===== src/hw/rtl/mso_pkg.sv =====
package mso_pkg;

    localparam int MARKER_LEN  = 5;
    localparam int KEY_BYTES   = 4;
    localparam int COUNT_WIDTH = 16;
    localparam int STR_W       = 16;
    localparam int FILL_W      = $clog2(MARKER_LEN + 1);
    localparam int PHASE_W     = $clog2(KEY_BYTES);
    localparam int QUEUE_DEPTH = 2;
    localparam int QPTR_W      = $clog2(QUEUE_DEPTH);
    localparam int QCNT_W      = $clog2(QUEUE_DEPTH + 1);

    localparam logic [7:0] CARET_CHAR = 8'h5E;
    localparam logic [7:0] NUL_CHAR   = 8'h00;

    localparam logic [MARKER_LEN-1:0][7:0] MARKER_WORD =
        {8'h21, 8'h52, 8'h4F, 8'h58, 8'h21};

    localparam logic [COUNT_WIDTH-1:0] COUNT_MAX = '1;

    typedef struct packed {
        logic [7:0]  data_byte;
        logic [31:0] fresh_key;
        logic        stream_end;
    } t_in_item;

    typedef struct packed {
        logic [7:0]       out_byte;
        logic             out_end;
        logic [STR_W-1:0] strings_done;
    } t_out_item;

    typedef struct packed {
        logic [MARKER_LEN-1:0][7:0] bytes;
        logic [FILL_W-1:0]          count;
        logic                       last_end;
        logic [STR_W-1:0]           strings_done;
    } t_cmd;

endpackage


===== src/hw/rtl/marker_string_xor_obfuscator_top.sv =====
// Byte stream obfuscator that rewrites each "!XOR!" marker into '^' and a key.
// The input channel (i_in_valid, o_in_ready, i_in_data) carries one byte per
// transfer together with a 32-bit key and an end-of-stream flag. The output
// channel (o_out_valid, i_out_ready, o_out_data) carries one result byte per
// transfer with its end flag and the running count of rewritten strings.
// The front keeps the five-byte window and the XOR state and turns each input
// into a group of zero to five result bytes; a two-entry queue holds these
// groups until the back sends them out, one byte per cycle while not stalled.
// Each group is registered in a queue entry and then in the back's r_cur.
// Throughput is one input byte per cycle while each input yields at most one
// result and the receiver is ready; a completed marker or an end-of-stream
// flush yields up to five results, and the back's byte rate sets it then.
// When the receiver stalls, the back holds its byte, the queue fills, and
// o_in_ready drops once both queue entries are taken.
// Reset empties the window and queue, leaves XOR mode and clears the count.
module marker_string_xor_obfuscator_top
    import mso_pkg::*;
(
    input  logic      i_clk,
    input  logic      i_rst_n,
    input  logic      i_in_valid,
    output logic      o_in_ready,
    input  t_in_item  i_in_data,
    output logic      o_out_valid,
    input  logic      i_out_ready,
    output t_out_item o_out_data
);

    logic front_push;
    t_cmd front_cmd;
    logic q_valid;
    t_cmd q_cmd;
    logic q_pop;
    logic accept;

    assign accept = i_in_valid && o_in_ready;

    mso_front u_front (
        .i_clk   (i_clk),
        .i_rst_n (i_rst_n),
        .i_accept(accept),
        .i_item  (i_in_data),
        .o_push  (front_push),
        .o_cmd   (front_cmd)
    );

    mso_queue u_queue (
        .i_clk   (i_clk),
        .i_rst_n (i_rst_n),
        .i_push  (front_push),
        .i_cmd   (front_cmd),
        .o_ready (o_in_ready),
        .i_pop   (q_pop),
        .o_valid (q_valid),
        .o_cmd   (q_cmd)
    );

    mso_back u_back (
        .i_clk    (i_clk),
        .i_rst_n  (i_rst_n),
        .i_q_valid(q_valid),
        .i_q_cmd  (q_cmd),
        .o_pop    (q_pop),
        .o_valid  (o_out_valid),
        .i_ready  (i_out_ready),
        .o_item   (o_out_data)
    );

endmodule


===== src/hw/rtl/mso_front.sv =====
module mso_front
    import mso_pkg::*;
(
    input  logic     i_clk,
    input  logic     i_rst_n,
    input  logic     i_accept,
    input  t_in_item i_item,
    output logic     o_push,
    output t_cmd     o_cmd
);

    logic [MARKER_LEN-1:0][7:0] r_win;
    logic [MARKER_LEN-1:0][7:0] w_app;
    logic [FILL_W-1:0]          r_fill;
    logic [FILL_W-1:0]          new_fill;
    logic                       r_xor;
    logic [31:0]                r_key;
    logic [PHASE_W-1:0]         r_phase;
    logic [COUNT_WIDTH-1:0]     r_count;
    logic [COUNT_WIDTH-1:0]     n_count;
    logic [7:0]                 key_byte;
    logic                       win_full;
    logic                       match;

    always_comb begin
        for (int i = 0; i < MARKER_LEN; i++) begin
            w_app[i] = (r_fill == FILL_W'(i)) ? i_item.data_byte : r_win[i];
        end
    end

    assign new_fill = r_fill + FILL_W'(1);
    assign win_full = (new_fill == FILL_W'(MARKER_LEN));
    assign match    = win_full && (w_app == MARKER_WORD);
    assign key_byte = r_key[8*r_phase +: 8];

    always_comb begin
        n_count = r_count;
        if (!r_xor && match && (r_count != COUNT_MAX)) begin
            n_count = r_count + COUNT_WIDTH'(1);
        end
    end

    always_comb begin
        o_cmd              = '0;
        o_cmd.bytes        = w_app;
        o_cmd.last_end     = i_item.stream_end;
        o_cmd.strings_done = STR_W'(n_count);
        if (r_xor) begin
            o_cmd.bytes[0] = i_item.data_byte ^ key_byte;
            o_cmd.count    = FILL_W'(1);
        end else if (match) begin
            o_cmd.bytes[0] = CARET_CHAR;
            for (int i = 0; i < KEY_BYTES; i++) begin
                o_cmd.bytes[i+1] = i_item.fresh_key[8*i +: 8];
            end
            o_cmd.count = FILL_W'(MARKER_LEN);
        end else if (win_full && !i_item.stream_end) begin
            o_cmd.count = FILL_W'(1);
        end else if (i_item.stream_end) begin
            o_cmd.count = new_fill;
        end else begin
            o_cmd.count = '0;
        end
    end

    assign o_push = i_accept && (o_cmd.count != '0);

    always_ff @(posedge i_clk) begin
        if (!i_rst_n) begin
            r_fill  <= '0;
            r_xor   <= 1'b0;
            r_key   <= '0;
            r_phase <= '0;
            r_count <= '0;
        end else if (i_accept) begin
            r_count <= n_count;
            if (r_xor) begin
                r_phase <= r_phase + PHASE_W'(1);
                if (i_item.data_byte == NUL_CHAR) begin
                    r_xor <= 1'b0;
                end
            end else if (match) begin
                r_fill  <= '0;
                r_xor   <= 1'b1;
                r_key   <= i_item.fresh_key;
                r_phase <= '0;
            end else if (win_full && !i_item.stream_end) begin
                r_fill <= FILL_W'(MARKER_LEN - 1);
            end else begin
                r_fill <= new_fill;
            end
            if (i_item.stream_end) begin
                r_fill  <= '0;
                r_xor   <= 1'b0;
                r_phase <= '0;
            end
        end
    end

    always_ff @(posedge i_clk) begin
        if (i_accept && !r_xor) begin
            if (win_full && !match && !i_item.stream_end) begin
                for (int i = 0; i < MARKER_LEN - 1; i++) begin
                    r_win[i] <= w_app[i+1];
                end
            end else begin
                r_win <= w_app;
            end
        end
    end

endmodule


===== src/hw/rtl/mso_queue.sv =====
module mso_queue
    import mso_pkg::*;
(
    input  logic i_clk,
    input  logic i_rst_n,
    input  logic i_push,
    input  t_cmd i_cmd,
    output logic o_ready,
    input  logic i_pop,
    output logic o_valid,
    output t_cmd o_cmd
);

    t_cmd              r_mem [QUEUE_DEPTH];
    logic [QPTR_W-1:0] r_wr;
    logic [QPTR_W-1:0] r_rd;
    logic [QCNT_W-1:0] r_cnt;
    logic              do_push;
    logic              do_pop;

    assign o_ready = (r_cnt != QCNT_W'(QUEUE_DEPTH));
    assign o_valid = (r_cnt != '0);
    assign o_cmd   = r_mem[r_rd];
    assign do_push = i_push && o_ready;
    assign do_pop  = i_pop && o_valid;

    always_ff @(posedge i_clk) begin
        if (!i_rst_n) begin
            r_wr  <= '0;
            r_rd  <= '0;
            r_cnt <= '0;
        end else begin
            if (do_push) begin
                r_wr <= (r_wr == QPTR_W'(QUEUE_DEPTH - 1)) ? '0 : r_wr + QPTR_W'(1);
            end
            if (do_pop) begin
                r_rd <= (r_rd == QPTR_W'(QUEUE_DEPTH - 1)) ? '0 : r_rd + QPTR_W'(1);
            end
            if (do_push && !do_pop) begin
                r_cnt <= r_cnt + QCNT_W'(1);
            end else if (do_pop && !do_push) begin
                r_cnt <= r_cnt - QCNT_W'(1);
            end
        end
    end

    always_ff @(posedge i_clk) begin
        if (do_push) begin
            r_mem[r_wr] <= i_cmd;
        end
    end

endmodule


===== src/hw/rtl/mso_back.sv =====
module mso_back
    import mso_pkg::*;
(
    input  logic      i_clk,
    input  logic      i_rst_n,
    input  logic      i_q_valid,
    input  t_cmd      i_q_cmd,
    output logic      o_pop,
    output logic      o_valid,
    input  logic      i_ready,
    output t_out_item o_item
);

    logic              r_busy;
    t_cmd              r_cur;
    logic [FILL_W-1:0] r_idx;
    logic              last;
    logic              fire;
    logic              done;

    assign last    = (r_idx == r_cur.count - FILL_W'(1));
    assign o_valid = r_busy;
    assign fire    = r_busy && i_ready;
    assign done    = fire && last;
    assign o_pop   = i_q_valid && (!r_busy || done);

    assign o_item.out_byte     = r_cur.bytes[r_idx];
    assign o_item.out_end      = r_cur.last_end && last;
    assign o_item.strings_done = r_cur.strings_done;

    always_ff @(posedge i_clk) begin
        if (!i_rst_n) begin
            r_busy <= 1'b0;
            r_idx  <= '0;
        end else if (o_pop) begin
            r_busy <= 1'b1;
            r_idx  <= '0;
        end else if (done) begin
            r_busy <= 1'b0;
        end else if (fire) begin
            r_idx <= r_idx + FILL_W'(1);
        end
    end

    always_ff @(posedge i_clk) begin
        if (o_pop) begin
            r_cur <= i_q_cmd;
        end
    end

endmodule

===== config.mk =====
export PLATFORM = sky130hd
export DESIGN_NAME = marker_string_xor_obfuscator_top
export DESIGN_NICKNAME = d
export VERILOG_FILES = /design/src/hw/rtl/mso_pkg.sv /design/src/hw/rtl/marker_string_xor_obfuscator_top.sv /design/src/hw/rtl/mso_front.sv /design/src/hw/rtl/mso_queue.sv /design/src/hw/rtl/mso_back.sv
export SDC_FILE = /design/constraint.sdc
export NUM_CORES = 1
export LEC_CHECK = 0
export BUFFER_PORTS_ARGS = -buffer_cell sky130_fd_sc_hd__buf_2
export CAP_MARGIN = 20
export CORE_ASPECT_RATIO = 2
export CORE_UTILIZATION = 31
export CTS_CLUSTER_DIAMETER = 150
export DETAILED_ROUTE_END_ITERATION = 8
export HOLD_SLACK_MARGIN = 0.15
export SLEW_MARGIN = 20
export SYNTH_ARGS = -nofsm -noshare
export SYNTH_HDL_FRONTEND = slang
export SYNTH_SLANG_ARGS = --single-unit

===== constraint.sdc =====
create_clock -name i_clk -period 5.9 [get_ports i_clk]
set_clock_uncertainty 0.15 [all_clocks]
set_input_delay 1.18 -clock i_clk [delete_from_list [all_inputs] [get_ports i_clk]]
set_output_delay 1.18 -clock i_clk [all_outputs]
set_load 0.05 [all_outputs]

==> impl_results.md, run 1 <==
- Area of the multi-input gates: 4620 um2
- CTS tree: built
- Synth area leader: edfxtp_1
- Ports: 72
- Period minus WS final: 4.40 ns
- Netlist Area Pre-Place: 12900 um2
- Die Span Y: 291 um
- GRT met3 Usage: 1.68%
- Design area: 14500 um2
- P_sw: 1.76 mW
- Sink Count: 282
- Synth Warn #: 0
- Drc violations: 0
- WL/cell: 21.5 um
- Clk root buf: clkbuf_16
- Syn Area/Cell: 12.6 um2
- Vias in the first global route: 8489
- CP top delay family: simple AND/OR/NAND/NOR gates
- Power per Cell Area: 392 nW/um2
- Post-synthesis sequential area ratio: 60.8%
- FF+latch count, synth: 282
- Setup violations, final: 0
- Post-synthesis cell type count: 58
- Clock share of power: 28.2%
- Final wirelength: 34.6 mm
- Die area: 42500 um2
- Hold Buf Count CTS: 0
- Sequential share of power: 48.2%
- CP endpoint kind: register
- Hold Path Class: reg -> reg
- Most common cell after layout, fill and taps aside: edfxtp_1
- Layout cells sized above 1: 22.7%
- # port buffers: 71
- Setup bufs post-CTS: 0
- VDD IR-drop max: 0.191 mV
- Period utilization: 74.5%
- RSZ-0062 raised after global routing: false
- HPWL after DPL: 25.8 mm
- Diode count: 0
- Layout fillers: 4036
- All-Layer GR Usage: 16.3%
- Largest cells by area after synthesis: edfxtp_1 (51%), dfxtp_1 (9.6%), mux2_2 (6.4%)
- Worst path cell trace: inv_1 -> ha_1 -> nor2b_1 -> nand4b_1 -> a22oi_1 -> nand4_1 -> or4_1 -> buf_4 -> mux2_2
- Initial antenna violation count: 0
- Largest net degree at the start of global routing: 47
- Setup TNS: 0 ns
- Syn nets: 1079
- Total congestion overflow: 0
- Area post-placement: 13700 um2
- Critical path class: reg -> reg
- Critical path fanouts, max: 34
- CP peak stage delay: 0.89 ns
- Internal Power: 3.93 mW
- Starting Density: 31.5%
- Status: finished clean
- Nets@finish: 1114
- Rel. slew slack: 35.8%
- EDFF count, synth: 220
- Pre-antenna DRT Iters: 5
- Fmax: 228 MHz
- TritonCTS Buffers: 24
- Via-per-instance ratio: 5.16
- Leak Pwr: 5.12 nW
- Max-slew violations: 0
- Crit path DAT: 4.51 ns
- GR Util met2: 30.4%
- Final ANT Viol Nets: 0
- Sw frac: 30.9%
- Area grow syn2layout: 12.5%
- Vias post-DR: 8323
- Synth Flop Type: edfxtp_1
- Max clock buf depth: 3
- Post-Syn Instances: 1024
- Hold Vio Cnt, Final: 0
- Synth async-reset ratio: 0%
- Slowest library cell on the worst path: or4_1
- Area share of the largest cell type after synthesis: 51.2%
- Core Region: 41000 um2
- Commonest cells after routing, fill and taps aside: edfxtp_1 (220), nor2_1 (98), mux2_2 (73)
- Rows: 105
- Global placement routability congestion: 0.935
- Worst-Margin Slew: 0.958 ns
- First-pass GRT wire length: 52.0 mm
- Data required, critical path: 6.02 ns
- GR Util met1: 16.9%
- GR peak layer: met2
- FF+latch area: 7850 um2
- WP buf/inv: 2
- Clock Latency Late Sink: 0.53 ns
- Crit start category: register
- Clock-pin slew on the worst setup and hold paths: 0.07 ns
- Max Cap Violations: 0
- Starting DRC count in detailed routing: 586
- Comb power frac: 23.6%
- Die X: 146 um
- Cts repair resizes: 0
- H-tree levels: 1
power groups by stage:
stage | registers (mW) | clock network [mW] | logic [mW]
detailed placement | 2.79 | 0 | 1.36
finish | 2.74 | 1.61 | 1.34
CTS | 2.74 | 1.65 | 1.37
global placement | 2.78 | 0 | 1.34
global route | 2.77 | 1.71 | 1.45
floorplan | 2.73 | 0 | 1.03
final cells by class:
cell class	count	share of cell area (%)
clock inverters	13	0.836
inverters	17	0.440
multi-input cells	642	31.8
flip-flops and latches	282	54.1
repair buffers	92	3.62
clock buffers	31	4.60
well taps	535	4.61
stage by stage:
step	std cells	power [mW]	hold slack [ns]	setup WS (ns)	util, %
2_1_floorplan	1024	3.76	0.308	0.999	-
3_3_place_gp	1567	4.12	0.318	1.02	33.4
3_5_place_dp	1568	4.15	0.332	1.29	33.5
4_1_cts	1612	5.76	0.342	1.62	35.4
5_1_grt	1612	5.93	0.380	1.37	35.4
6_report	1612	5.69	0.340	1.50	35.4
final timing paths:
path / start / to / slack [ns] / cells after the start
setup reg to reg: u_front.r_fill[0] / u_queue.r_mem[1][54] / 1.50 / 9
hold reg to reg: u_front.r_count[11] / u_front.r_count[11] / 0.34 / 2
hold / removal: u_front.r_count[11] / u_front.r_count[11] / 0.34 / 2
setup / recovery: u_front.r_fill[0] / u_queue.r_mem[1][54] / 1.50 / 9
Yosys cell counts (18+ instances only):
library cell and n:
buf_4 19, mux2i_1 71, o21ai_0 18, edfxtp_1 220, or3_1 37, nand3_1 35, nand2_1 52, a21oi_1 66
xnor2_1 24, dfxtp_1 62, nor2_1 99, o221a_2 20, clkbuf_1 50, mux2_2 73
registers in the layout (all words and copies together), names as in the netlist:
name             flops
u_queue.r_mem      120
u_queue.r_wr         1
u_queue.r_rd         1
u_back.o_item       16
u_front.r_key       32
u_front.r_phase      2
u_front.r_fill       3
u_back.r_cur        44
u_front.r_xor        1
u_front.r_count     16
u_queue.r_cnt        2
u_front.r_win       40
u_back.r_idx         3
u_back.o_valid       1
cells by family (layout without fill, tap and decap cells):
logic type | count (synthesis) | after routing | share of synthesized area (%)
and+or+nand+nor | 306 | 306 | 11.8
buffers and inverters | 100 | 153 | 3.65
muxes | 153 | 153 | 13.4
xor gates and xnor gates | 33 | 33 | 2.24
AOI/OAI and AO/OA | 140 | 140 | 7.10
adders and majority gates | 10 | 10 | 0.970
DFF | 282 | 282 | 60.8
worst reg2reg max path, delay by kind of cell (launching register included):
family          cells  cell delay [ns]
fa+ha+maj           1             0.26
simple gates        4             2.01
flops               1             0.35
mux                 1             0.37
compound gates      1             0.43
buf+inv             2             0.57
metal layers:
layer | share of wire (%) | routed length (um) | up-vias
li1 | - | - | 3857
met1 | 36 | 12400 | 4132
met2 | 53 | 18500 | 250
met3 | 3.9 | 1370 | 84
met4 | 6.8 | 2350 | 0
met5 | 0 | 0 | -
(Power assumes the default switching activity.)
==> run 2: changes to the inputs <==
clock period = 3.6 ns   (was 5.9 ns; I/O delays follow)
==> impl_results.md, run 2 (synthesis gave the netlist of run 1 again) <==
- Status: finished clean
- Met2 wire len: 19.4 mm
- Fmax: 285 MHz
- Dpl ws: -0.136 ns
- Vias post-DR: 8383
- Vias in the first global route: 8690
- H-tree levels: 1
- Starting Density: 31.5%
- Min-delay src: i_in_data[21]
- Clock share of power: 29.3%
- Met3 routed WL: 1.27 mm
- Die area: 42500 um2
- Initial antenna violation count: 0
- Post-layout util: 36.7%
- Nets@finish: 1158
- Diode count: 0
- Design area: 15000 um2
- Die X: 146 um
- Max clock buf depth: 3
- Clock Latency Late Sink: 0.53 ns
- Pre-antenna DRT Iters: 5
- Sink Count: 282
- HPWL after DPL: 26.2 mm
- Worst setup margin: 0.0947 ns
- Worst path cell trace: ha_1 -> ha_1 -> buf_12 -> nor3_1 -> a21oi_1 -> nor4_1 -> nand4_1 -> or4_4 -> buf_12 -> nor2_2 -> nor2_1
- Crit path DAT: 3.59 ns
- Pwr Total: 9.63 mW
- Final ANT Viol Nets: 0
- First-pass GRT wire length: 52.8 mm
- # port buffers: 71
- CP endpoint kind: register
- Area post-placement: 14100 um2
- Sw frac: 31.1%
- Drc violations: 0
- RR Endpoint: u_queue.r_mem[0][32]
- Sequential share of power: 46.8%
- Hold Path Class: in -> reg
- Hold Buf Count CTS: 0
- Worst-Margin Slew: 0.834 ns
- Comb power frac: 23.9%
- RSZ-0062 raised after global routing: false
- Most common cell after layout, fill and taps aside: edfxtp_1
- Placed Cells: 1612
- CTS tree: built
- Max reg flops: 120
- Met1 wire length: 12.5 mm
- Hold endpoint: u_front.r_key[20]
- Hold Vio Cnt, Final: 0
- Internal Power: 6.63 mW
- Hold Path Depth: 3
- Clock-pin slew on the worst setup and hold paths: 0.07 ns
- VDD IR-drop max: 0.385 mV
- Crit start category: register
- Period utilization: 97.4%
- Largest net degree at the start of global routing: 62
- All-Layer GR Usage: 16.6%
- Setup TNS: 0 ns
- P_sw: 3.00 mW
- Post-Layout Cell Count: 1656
- Layout cells sized above 1: 26.6%
- Total congestion overflow: 0
- R2r setup slk: 0.09 ns
- Power per Cell Area: 640 nW/um2
- Regs by FF count: u_queue.r_mem: 120 flops, u_back.r_cur: 44 flops, u_front.r_win: 40 flops
- Leak Pwr: 5.40 nW
- Setup violations, final: 0
- Final wirelength: 35.2 mm
- Slowest library cell on the worst path: or4_4
- Starting DRC count in detailed routing: 540
- Via-per-instance ratio: 5.06
- Clk root buf: clkbuf_16
- Rows: 105
- Die Span Y: 291 um
- Critical path fanouts, max: 53
- WL/cell: 21.3 um
- Commonest cells after routing, fill and taps aside: edfxtp_1 (220), nor2_1 (97), mux2_2 (73)
- Hold slack: 0.301 ns
- Area grow syn2layout: 16.5%
- Reg with most FFs: u_queue.r_mem
- Max-slew violations: 0
- DR top layer: met4
- Data required, critical path: 3.69 ns
- Reg2Reg Depth: 11
- CP top delay family: simple AND/OR/NAND/NOR gates
- Max Cap Violations: 0
- Rel. slew slack: 44.2%
- Period minus WS final: 3.51 ns
- Global placement routability congestion: 0.898
- CP peak stage delay: 0.58 ns
- Critical path class: reg -> reg
- WP buf/inv: 2
- TritonCTS Buffers: 24
- Core Region: 41000 um2
- Ports: 72
- Worst r2r src: u_front.r_fill[0]
==> run 2: cell types whose count changed in the layout (fill, tap and decap cells not counted), sizes merged <==
cell	delta
inv	+3
clkinv	-3
clkinvlp	+1
buf	+44
bufinv	+2
clkbuf	-3
==> run 2: worst max path at each step <==
stage | start | to | slack, ns | cells after the start
after global routing | u_front.r_fill[0] | u_queue.r_mem[0][32] | 0.005 | 11
final | u_front.r_fill[0] | u_queue.r_mem[0][32] | 0.09 | 11
after global placement | i_in_data[40] | u_queue.r_mem[0][32] | -0.26 | 9
after CTS | u_front.r_fill[0] | u_front.r_count[0] | 0.005 | 11
after detailed placement | u_front.r_fill[0] | u_queue.r_mem[1][32] | -0.14 | 11
after floorplan | u_queue.r_cnt[0] | u_front.r_count[15] | 0.1 | 9
==> run 2: repair_timing <==
| item | 4_1_cts | 5_1_grt |
|---|---|---|
| endpoints found under the hold margin | 0 | 0 |
| endpoints found under the setup margin | 4 | 50 |
| gates resized for setup | 4 | 8 |
| buffers inserted | 0 | 0 |
| pin swaps | 0 | 0 |
==> run 2: per-layer routing <==
metal	track usage, %	vias up
met5	0	-
met4	9.63	0
met3	1.65	77
met2	31.7	236
met1	17.2	4122
li1	-	3948
==> run 2: layout make-up <==
cell class | count | area [um2]
Sequential cell | 282 | 7850
Multi-Input combinational cell | 642 | 4660
Clock buffer | 28 | 637
Fill cell | 3983 | 26000
Timing Repair Buffer | 136 | 943
Inverter | 17 | 63.8
Clock inverter | 16 | 213
Tap cell | 535 | 669
==> run 2: tightest hold or removal path, stage by stage <==
cell and delay (ns):
buf_2 0.09, mux2i_1 0.06, nor2_1 0.08
==> run 2: power groups by stage <==
stage / registers (mW) / logic [mW] / clock network (mW)
6_report: 4.51 / 2.30 / 2.82
4_1_cts: 4.51 / 2.33 / 2.89
2_1_floorplan: 4.47 / 1.69 / 0
3_3_place_gp: 4.56 / 2.30 / 0
3_5_place_dp: 4.58 / 2.31 / 0
5_1_grt: 4.55 / 2.47 / 3.00
